==> config.mk <==
export PLATFORM = sky130hd
export DESIGN_NAME = linear_trace_resampler_top
export DESIGN_NICKNAME = d
export VERILOG_FILES = /design/src/hdl/lts_pkg.sv /design/src/hdl/lts_mul.sv /design/src/hdl/lts_seq.sv /design/src/hdl/linear_trace_resampler_top.sv
export SDC_FILE = /design/constraint.sdc
export NUM_CORES = 2
export LEC_CHECK = 0
export ABC_AREA = 0
export BUFFER_PORTS_ARGS = -buffer_cell sky130_fd_sc_hd__buf_2
export CAP_MARGIN = 30
export CORE_UTILIZATION = 65
export DETAILED_ROUTE_END_ITERATION = 7
export PLACE_DENSITY = 0.8
export SLEW_MARGIN = 10
export SYNTH_ARGS = -nofsm -noshare
export SYNTH_HDL_FRONTEND = slang
export SYNTH_SLANG_ARGS = --single-unit
export TNS_END_PERCENT = 20
==> constraint.sdc <==
create_clock -name clk -period 11 [get_ports clk]
set_clock_uncertainty 0.05 [all_clocks]
set_input_delay 0 -clock clk [delete_from_list [all_inputs] [get_ports clk]]
set_output_delay 0 -clock clk [all_outputs]
set_load 0.005 [all_outputs]
==> src/hdl/lts_pkg.sv <==
`default_nettype none

package lts_pkg;

  localparam int SAMPLE_BITS = 24;
  localparam int COUNT_BITS  = 16;
  localparam int FRAC_BITS   = 16;
  localparam int RATIO_BITS  = 24;
  localparam int MAX_OUT     = 16;

  // Smallest usable ratio; anything below it is raised to this value.
  localparam int MIN_RATIO = (1 << FRAC_BITS) / MAX_OUT;

  // Position accumulator: integer part one bit wider than a count, so that
  // the step past the last reachable position cannot wrap.
  localparam int ACC_BITS = COUNT_BITS + FRAC_BITS + 1;

  // Shared signed multiplier operand and product widths.
  localparam int MUL_A_BITS = (SAMPLE_BITS > RATIO_BITS) ? SAMPLE_BITS + 1 : RATIO_BITS + 1;
  localparam int MUL_B_BITS = (COUNT_BITS > FRAC_BITS) ? COUNT_BITS + 1 : FRAC_BITS + 1;
  localparam int MUL_P_BITS = MUL_A_BITS + MUL_B_BITS;

  localparam int RUN_BITS = $clog2(MAX_OUT + 1);
  localparam int CFG_INDEX_BITS = 2;

  localparam logic [CFG_INDEX_BITS-1:0] CFG_STEP_RATIO = 2'd0;
  localparam logic [CFG_INDEX_BITS-1:0] CFG_IN_COUNT   = 2'd1;
  localparam logic [CFG_INDEX_BITS-1:0] CFG_OUT_COUNT  = 2'd2;

  localparam logic STATUS_OK    = 1'b0;
  localparam logic STATUS_RANGE = 1'b1;

  typedef struct packed {
    logic [RATIO_BITS-1:0] ratio;
    logic [COUNT_BITS-1:0] in_count;
    logic [COUNT_BITS-1:0] out_count;
  } cfg_t;

  typedef struct packed {
    logic                   push;
    logic [SAMPLE_BITS-1:0] value;
    logic [COUNT_BITS-1:0]  out_index;
    logic                   status;
    logic                   run_end;
  } res_t;

endpackage

`default_nettype wire

==> src/hdl/lts_mul.sv <==
`default_nettype none

module lts_mul
  import lts_pkg::*;
(
  input  wire logic                         clk,
  input  wire logic signed [MUL_A_BITS-1:0] mul_a,
  input  wire logic signed [MUL_B_BITS-1:0] mul_b,
  output      logic signed [MUL_P_BITS-1:0] mul_p_r
);

  logic signed [MUL_P_BITS-1:0] mul_p_nxt;

  assign mul_p_nxt = MUL_P_BITS'(mul_a) * MUL_P_BITS'(mul_b);

  always_ff @(posedge clk) begin
    mul_p_r <= mul_p_nxt;
  end

endmodule

`default_nettype wire

==> src/hdl/lts_seq.sv <==
`default_nettype none

module lts_seq
  import lts_pkg::*;
(
  input  wire logic                   clk,
  input  wire logic                   rst_n,
  input  wire cfg_t                   cfg,
  input  wire logic                   in_take,
  input  wire logic [SAMPLE_BITS-1:0] in_sample,
  input  wire logic                   in_last,
  input  wire logic                   slot_free,
  output      logic                   idle,
  output      res_t                   res
);

  typedef enum logic [5:0] {
    ST_IDLE   = 6'b000001,
    ST_MUL    = 6'b000010,
    ST_DECIDE = 6'b000100,
    ST_LOOP   = 6'b001000,
    ST_ADD    = 6'b010000,
    ST_DONE   = 6'b100000
  } state_t;

  state_t state_r, state_nxt;

  logic        [SAMPLE_BITS-1:0] prev_r, prev_nxt;
  logic        [SAMPLE_BITS-1:0] cur_r, cur_nxt;
  logic signed [SAMPLE_BITS:0]   diff_r, diff_nxt;
  logic                          last_r, last_nxt;
  logic        [COUNT_BITS-1:0]  k_r, k_nxt;
  logic        [COUNT_BITS-1:0]  oidx_r, oidx_nxt;
  logic        [ACC_BITS-1:0]    acc_r, acc_nxt;
  logic                          rej_r, rej_nxt;
  logic        [RUN_BITS-1:0]    n_r, n_nxt;
  logic        [SAMPLE_BITS-1:0] hold_r, hold_nxt;
  logic        [COUNT_BITS-1:0]  hold_idx_r, hold_idx_nxt;
  logic                          hold_v_r, hold_v_nxt;

  logic signed [MUL_A_BITS-1:0] mul_a;
  logic signed [MUL_B_BITS-1:0] mul_b;
  logic signed [MUL_P_BITS-1:0] mul_p_r;

  logic too_long;
  logic more;

  lts_mul u_mul (
    .clk     (clk),
    .mul_a   (mul_a),
    .mul_b   (mul_b),
    .mul_p_r (mul_p_r)
  );

  // The multiplier checks the trace length before the loop and forms the
  // interpolation products inside it.
  always_comb begin
    if (state_r == ST_LOOP) begin
      mul_a = MUL_A_BITS'(diff_r);
      mul_b = MUL_B_BITS'(acc_r[FRAC_BITS-1:0]);
    end else begin
      mul_a = MUL_A_BITS'(cfg.ratio);
      mul_b = MUL_B_BITS'(cfg.out_count);
    end
  end

  assign too_long = (k_r == '0) && !rej_r &&
                    ($unsigned(mul_p_r) > MUL_P_BITS'({cfg.in_count, {FRAC_BITS{1'b0}}}));

  assign more = (n_r < RUN_BITS'(MAX_OUT)) && (oidx_r < cfg.out_count) &&
                (acc_r[ACC_BITS-1:FRAC_BITS] < {1'b0, k_r});

  assign idle = (state_r == ST_IDLE);

  always_comb begin
    state_nxt    = state_r;
    prev_nxt     = prev_r;
    cur_nxt      = cur_r;
    diff_nxt     = diff_r;
    last_nxt     = last_r;
    k_nxt        = k_r;
    oidx_nxt     = oidx_r;
    acc_nxt      = acc_r;
    rej_nxt      = rej_r;
    n_nxt        = n_r;
    hold_nxt     = hold_r;
    hold_idx_nxt = hold_idx_r;
    hold_v_nxt   = hold_v_r;
    res          = '0;

    unique case (state_r)
      ST_IDLE: begin
        if (in_take) begin
          cur_nxt    = in_sample;
          last_nxt   = in_last;
          diff_nxt   = $signed({in_sample[SAMPLE_BITS-1], in_sample}) -
                       $signed({prev_r[SAMPLE_BITS-1], prev_r});
          n_nxt      = '0;
          hold_v_nxt = 1'b0;
          state_nxt  = ST_MUL;
        end
      end
      ST_MUL: begin
        state_nxt = ST_DECIDE;
      end
      ST_DECIDE: begin
        if (too_long) begin
          if (slot_free) begin
            res.push    = 1'b1;
            res.status  = STATUS_RANGE;
            res.run_end = 1'b1;
            rej_nxt     = 1'b1;
            state_nxt   = ST_DONE;
          end
        end else if (!rej_r && (k_r != '0) && (k_r < cfg.in_count)) begin
          state_nxt = ST_LOOP;
        end else begin
          state_nxt = ST_DONE;
        end
      end
      ST_LOOP: begin
        // A held result goes out once we know whether another follows it.
        if (!hold_v_r || slot_free) begin
          if (hold_v_r) begin
            res.push      = 1'b1;
            res.value     = hold_r;
            res.out_index = hold_idx_r;
            res.status    = STATUS_OK;
            res.run_end   = !more;
            hold_v_nxt    = 1'b0;
          end
          state_nxt = more ? ST_ADD : ST_DONE;
        end
      end
      ST_ADD: begin
        hold_nxt     = prev_r + mul_p_r[FRAC_BITS +: SAMPLE_BITS];
        hold_idx_nxt = oidx_r;
        hold_v_nxt   = 1'b1;
        oidx_nxt     = oidx_r + 1'b1;
        acc_nxt      = acc_r + ACC_BITS'(cfg.ratio);
        n_nxt        = n_r + 1'b1;
        state_nxt    = ST_LOOP;
      end
      ST_DONE: begin
        prev_nxt = cur_r;
        if (k_r != {COUNT_BITS{1'b1}}) begin
          k_nxt = k_r + 1'b1;
        end
        if (last_r) begin
          prev_nxt = '0;
          k_nxt    = '0;
          oidx_nxt = '0;
          acc_nxt  = '0;
          rej_nxt  = 1'b0;
        end
        state_nxt = ST_IDLE;
      end
      default: begin
        state_nxt = ST_IDLE;
      end
    endcase
  end

  always_ff @(posedge clk) begin
    if (!rst_n) begin
      state_r  <= ST_IDLE;
      prev_r   <= '0;
      k_r      <= '0;
      oidx_r   <= '0;
      acc_r    <= '0;
      rej_r    <= 1'b0;
      hold_v_r <= 1'b0;
      n_r      <= '0;
    end else begin
      state_r  <= state_nxt;
      prev_r   <= prev_nxt;
      k_r      <= k_nxt;
      oidx_r   <= oidx_nxt;
      acc_r    <= acc_nxt;
      rej_r    <= rej_nxt;
      hold_v_r <= hold_v_nxt;
      n_r      <= n_nxt;
    end
  end

  always_ff @(posedge clk) begin
    cur_r      <= cur_nxt;
    diff_r     <= diff_nxt;
    last_r     <= last_nxt;
    hold_r     <= hold_nxt;
    hold_idx_r <= hold_idx_nxt;
  end

endmodule

`default_nettype wire

==> src/hdl/linear_trace_resampler_top.sv <==
`default_nettype none

// Linear interpolation resampler for one trace at a time. Input beats carry
// a signed sample and a last flag; output j sits at position j * step_ratio
// (unsigned Q8.16, in input-sample units) and is produced when the input
// sample just past that position arrives, as prev + frac * (cur - prev) with
// the product floored. Each result beat carries the value, its index in the
// trace, a status bit and run_end, which marks the final result caused by
// one input beat. If out_count * step_ratio exceeds in_count, the first
// sample of the trace gives a single result with status 1 and the rest of
// the trace, up to its last sample, gives nothing. Ratios below 1/16 are
// treated as 1/16, so one input yields at most sixteen results. An input
// beat that never enters the interpolation loop (the first beat of a
// trace, any beat of a refused trace, beats at or past in_count, and the
// beat that raises the range error) passes through the multiply, decide
// and done states; one that enters the loop and produces n results, n
// possibly zero, also passes through the loop state and, once per result,
// the add state. Either path lasts longer while the output side stalls. A
// single shared multiplier, used once for the length check and once per
// result, serves a small sequencer; in_stall stays high until the beat is
// fully processed, so no new beat is taken before then.
// Configuration registers (0 step_ratio, 1 in_count, 2 out_count) should be
// written only while the block is idle; writes to other indices are
// ignored.

module linear_trace_resampler_top
  import lts_pkg::*;
(
  input  wire logic                      clk,
  input  wire logic                      rst_n,

  input  wire logic                      in_valid,
  output      logic                      in_stall,
  input  wire logic [SAMPLE_BITS-1:0]    in_sample,
  input  wire logic                      in_last,

  output      logic                      out_valid,
  input  wire logic                      out_stall,
  output      logic [SAMPLE_BITS-1:0]    out_value,
  output      logic [COUNT_BITS-1:0]     out_index,
  output      logic                      out_status,
  output      logic                      out_run_end,

  input  wire logic                      cfg_valid,
  output      logic                      cfg_ready,
  input  wire logic [CFG_INDEX_BITS-1:0] cfg_index,
  input  wire logic [RATIO_BITS-1:0]     cfg_data
);

  logic [RATIO_BITS-1:0] ratio_r;
  logic [COUNT_BITS-1:0] in_count_r;
  logic [COUNT_BITS-1:0] out_count_r;

  cfg_t cfg;
  res_t res;
  logic idle;
  logic in_take;
  logic slot_free;

  logic                   out_valid_r;
  logic [SAMPLE_BITS-1:0] out_value_r;
  logic [COUNT_BITS-1:0]  out_index_r;
  logic                   out_status_r;
  logic                   out_run_end_r;

  // The register file is always able to take a write beat.
  assign cfg_ready = 1'b1;

  always_ff @(posedge clk) begin
    if (!rst_n) begin
      ratio_r     <= RATIO_BITS'(1 << FRAC_BITS);
      in_count_r  <= {COUNT_BITS{1'b1}};
      out_count_r <= '0;
    end else if (cfg_valid && cfg_ready) begin
      unique case (cfg_index)
        CFG_STEP_RATIO: ratio_r     <= cfg_data;
        CFG_IN_COUNT:   in_count_r  <= cfg_data[COUNT_BITS-1:0];
        CFG_OUT_COUNT:  out_count_r <= cfg_data[COUNT_BITS-1:0];
        default: ;
      endcase
    end
  end

  // Clamp the ratio here so the sequencer never sees a step below 1/16.
  always_comb begin
    cfg.ratio     = (ratio_r < RATIO_BITS'(MIN_RATIO)) ? RATIO_BITS'(MIN_RATIO) : ratio_r;
    cfg.in_count  = in_count_r;
    cfg.out_count = out_count_r;
  end

  assign in_stall = !idle;
  assign in_take  = in_valid && !in_stall;

  // A single output register: a new result may enter when it is empty or
  // when its current beat is being taken this cycle.
  assign slot_free = !out_valid_r || !out_stall;

  lts_seq u_seq (
    .clk       (clk),
    .rst_n     (rst_n),
    .cfg       (cfg),
    .in_take   (in_take),
    .in_sample (in_sample),
    .in_last   (in_last),
    .slot_free (slot_free),
    .idle      (idle),
    .res       (res)
  );

  always_ff @(posedge clk) begin
    if (!rst_n) begin
      out_valid_r <= 1'b0;
    end else if (res.push) begin
      out_valid_r <= 1'b1;
    end else if (!out_stall) begin
      out_valid_r <= 1'b0;
    end
  end

  always_ff @(posedge clk) begin
    if (res.push) begin
      out_value_r   <= res.value;
      out_index_r   <= res.out_index;
      out_status_r  <= res.status;
      out_run_end_r <= res.run_end;
    end
  end

  assign out_valid   = out_valid_r;
  assign out_value   = out_value_r;
  assign out_index   = out_index_r;
  assign out_status  = out_status_r;
  assign out_run_end = out_run_end_r;

`ifndef SYNTHESIS
  // An accepted input beat always keeps the block busy on the next cycle.
  assert property (@(posedge clk) disable iff (!rst_n)
    in_valid && !in_stall |=> in_stall)
    else $error("input accepted while block stayed idle");

  // The range error is always a lone result, so it closes its run.
  assert property (@(posedge clk) disable iff (!rst_n)
    out_valid && (out_status == STATUS_RANGE) |-> out_run_end)
    else $error("range error without run_end");

  // The range error carries zero value and index.
  assert property (@(posedge clk) disable iff (!rst_n)
    out_valid && (out_status == STATUS_RANGE) |-> (out_value == '0) && (out_index == '0))
    else $error("range error with non-zero payload");

  // The sequencer never pushes into an occupied, stalled output register.
  assert property (@(posedge clk) disable iff (!rst_n)
    res.push |-> slot_free)
    else $error("result pushed over a pending beat");
`endif

endmodule

`default_nettype wire
==> flow_summary.json <==
{
  "dpl.hpwl_um": 67500,
  "fmax_mhz": 110,
  "cpMostUsedCell": "fa_1",
  "syn_avg_cell_area_um2": 9.10,
  "die_area_mm2": 0.0480,
  "post-route-drc-count": 0,
  "yosysTopAreaCellShare_pct": 25.7,
  "cp-end-kind": "flip-flop",
  "reg2regPathDepth": 28,
  "slowest_stage": "a21boi_1",
  "finalPower_w": 0.00298,
  "grt-ovfl-total": 0,
  "tns_ps": 0,
  "synthTopCellsByArea": "fa_1, dfxtp_1, edfxtp_1",
  "max-slew-margin-rel_pct": 33.1,
  "hold-path-cell-count": 2,
  "rows": 79,
  "r2r_start": "ratio_r[23]",
  "final_cells": 4136,
  "synthArstFlopShare_pct": 0,
  "antenna_found_initial": 2,
  "syn_area_mm2": 0.0306,
  "wl_per_cell_um": 20.8,
  "n_fill_cell": 3421,
  "yosysTopAreaCell": "fa_1",
  "postRouteWirelength_um": 85900,
  "multi_input_area_mm2": 0.0200,
  "ctsHtreeMaxLevel": 2,
  "crit_path_start_kind": "flip-flop",
  "yosysSeqAreaShare_pct": 26.1,
  "cts_setup_buffers": 0,
  "arrival_ps": 9520,
  "tightest_slew_ps": 997,
  "holdPathEnd": "u_seq.cur_r[11]",
  "max-vdd-ir-drop_mv": 0.181,
  "finalSetupViolations": 0,
  "slew_violations": 0,
  "synthCells": 3368,
  "num_vias": 24500,
  "cts-root-buf": "clkbuf_16",
  "required_ps": 11450,
  "yosysWarnings": 0,
  "worst_hold_startpoint": "in_sample[11]",
  "start_util_pct": 65.8,
  "grt_use_total_pct": 36.9,
  "drt_iter0_markers": 2484,
  "hold_path.class": "in -> reg",
  "worst_path_largest_cell_delay_ps": 730,
  "p_leak_nw": 16.4,
  "fin_crit_sh_pct": 82.5,
  "clock_latency_ps": 580,
  "cts_made_buffers": 38,
  "clkTransAtPathRegs_ps": 60,
  "rrSetupSlack_ps": 1930,
  "cts_sinks": 333,
  "final_common_cell": "inv_1",
  "drt_pass1_iterations": 7,
  "area_growth_pct": 10.0,
  "drive_gt1_share_pct": 6.52,
  "coreArea_mm2": 0.0466,
  "crit_family": "adder cells",
  "rsz0062_at_grt": "no",
  "period_needed_ps": 9070,
  "dieWidth_um": 219,
  "timing.rr.end": "u_seq.u_mul.mul_p_r[41]",
  "clock_path_buffers": 3,
  "outcome": "finished, final reports clean",
  "die_h_um": 219,
  "crit_type": "reg -> reg",
  "port_buffers": 99,
  "maxCapViolations": 0,
  "seq_area_mm2": 0.00799,
  "hold_viol": 0,
  "yosys_most_used_dff": "dfxtp_1",
  "via_per_inst": 5.92,
  "synth_edf_count": 132,
  "synth.net_count": 4057,
  "path_buf_inv": 5,
  "cts_tree": "yes",
  "grt_pass1_vias": 24700,
  "mostFrequentLayoutCells": "inv_1, nand2_1, fa_1",
  "grt_max_degree": 93,
  "p_per_area_mw_per_mm2": 88.5,
  "hold_slack_ps": 113,
  "nets": 4187,
  "grt_pass1_wl_um": 135000,
  "placed_cells": 3999,
  "ant_nets": 0,
  "worstPathMaxFanout": 13,
  "synth-seq-cells": 333,
  "ioPinCount": 101,
  "routabilityCongestion": 1.00,
  "ys_types": 76
}
-- cell usage after synthesis, types with 15 or more instances --
master and instances:
ha_1 239, and2_1 60, nor2_1 301, or3_1 15
dfxtp_1 201, nand2b_1 27, o21a_1 18, a21o_1 55
o211ai_1 21, a21oi_1 165, xnor2_1 94, nand4_1 22
and3_1 45, mux2i_1 23, a22oi_1 17, nor2b_1 18
nor3_1 22, o21ai_1 38, o21ai_0 55, clkbuf_1 111
fa_1 394, edfxtp_1 132, nand3_1 34, xor2_1 40
nand2_1 473, a21boi_1 18, inv_1 591
-- registers in the layout, summed over array words and instances, names as in the netlist, 5 cells and up --
name,count
u_seq.u_mul.mul_p_r,42
u_seq.acc_r,33
u_seq.diff_r,25
out_value,24
ratio_r,24
u_seq.cur_r,24
u_seq.hold_r,24
u_seq.prev_r,24
in_count_r,16
out_count_r,16
out_index,16
u_seq.hold_idx_r,16
u_seq.k_r,16
u_seq.oidx_r,16
u_seq.state_r,6
u_seq.n_r,5
-- worst max-delay path by stage --
stage	from	to	cells past startpoint
after global routing	ratio_r[17]	u_seq.u_mul.mul_p_r[41]	28
after global placement	ratio_r[18]	u_seq.u_mul.mul_p_r[41]	28
final	ratio_r[23]	u_seq.u_mul.mul_p_r[41]	28
after floorplan	u_seq.state_r[5]	u_seq.u_mul.mul_p_r[37]	29
after detailed placement	ratio_r[18]	u_seq.u_mul.mul_p_r[41]	28
after CTS	ratio_r[18]	u_seq.u_mul.mul_p_r[41]	28
-- final cells by class --
type	instances	share of cell area [%]
flip-flops and latches	333	23.7
well taps	607	2.25
multi-input cells	2326	59.4
repair buffers	205	4.39
clock inverters	13	0.438
diodes	1	0.00742
inverters	594	6.61
clock buffers	57	3.22
-- report_power, final --
group | internal, W | total (W) | switching (W)
sequential | 0.00133 | 0.00137 | 0.0000429
combinational | 0.000115 | 0.000327 | 0.000211
clock | 0.000738 | 0.00128 | 0.000545
total | 0.00218 | 0.00298 | 0.000799
-- stage by stage --
step / utilization [%] / worst slack, ps / instance area, um^2
floorplan: - / 3300 / 30600
global placement: 68.2 / 2160 / 31800
detailed placement: 68.4 / 1920 / 31800
CTS: 72.3 / 1900 / 33700
global route: 72.4 / 1260 / 33700
finish: 72.4 / 1930 / 33700
-- what timing repair did --
action	CTS	global route
hold buffers	61	0
hold endpoints to repair	122	0
resized for setup	0	0
setup endpoints to repair	0	0
-- cells by family after synthesis --
group	Yosys count	synth area share, %
AO/OA/AOI/OAI	473	9.76
XOR/XNOR	134	3.83
flip-flops	333	26.1
other	1	0.0122
adder cells (fa/ha/maj)	633	35.5
AND/OR/NAND/NOR	1061	15.3
buffers and inverters	709	8.70
multiplexers	24	0.788
-- layer usage --
| metal | global-route usage [%] | wire length (um) |
|---|---|---|
| met4 | 17.4 | 4470 |
| met5 | 0 | 0 |
| met1 | 49.6 | 33900 |
| met2 | 58.7 | 39500 |
| met3 | 5.88 | 8000 |
Power figures use the tool's default switching activity.
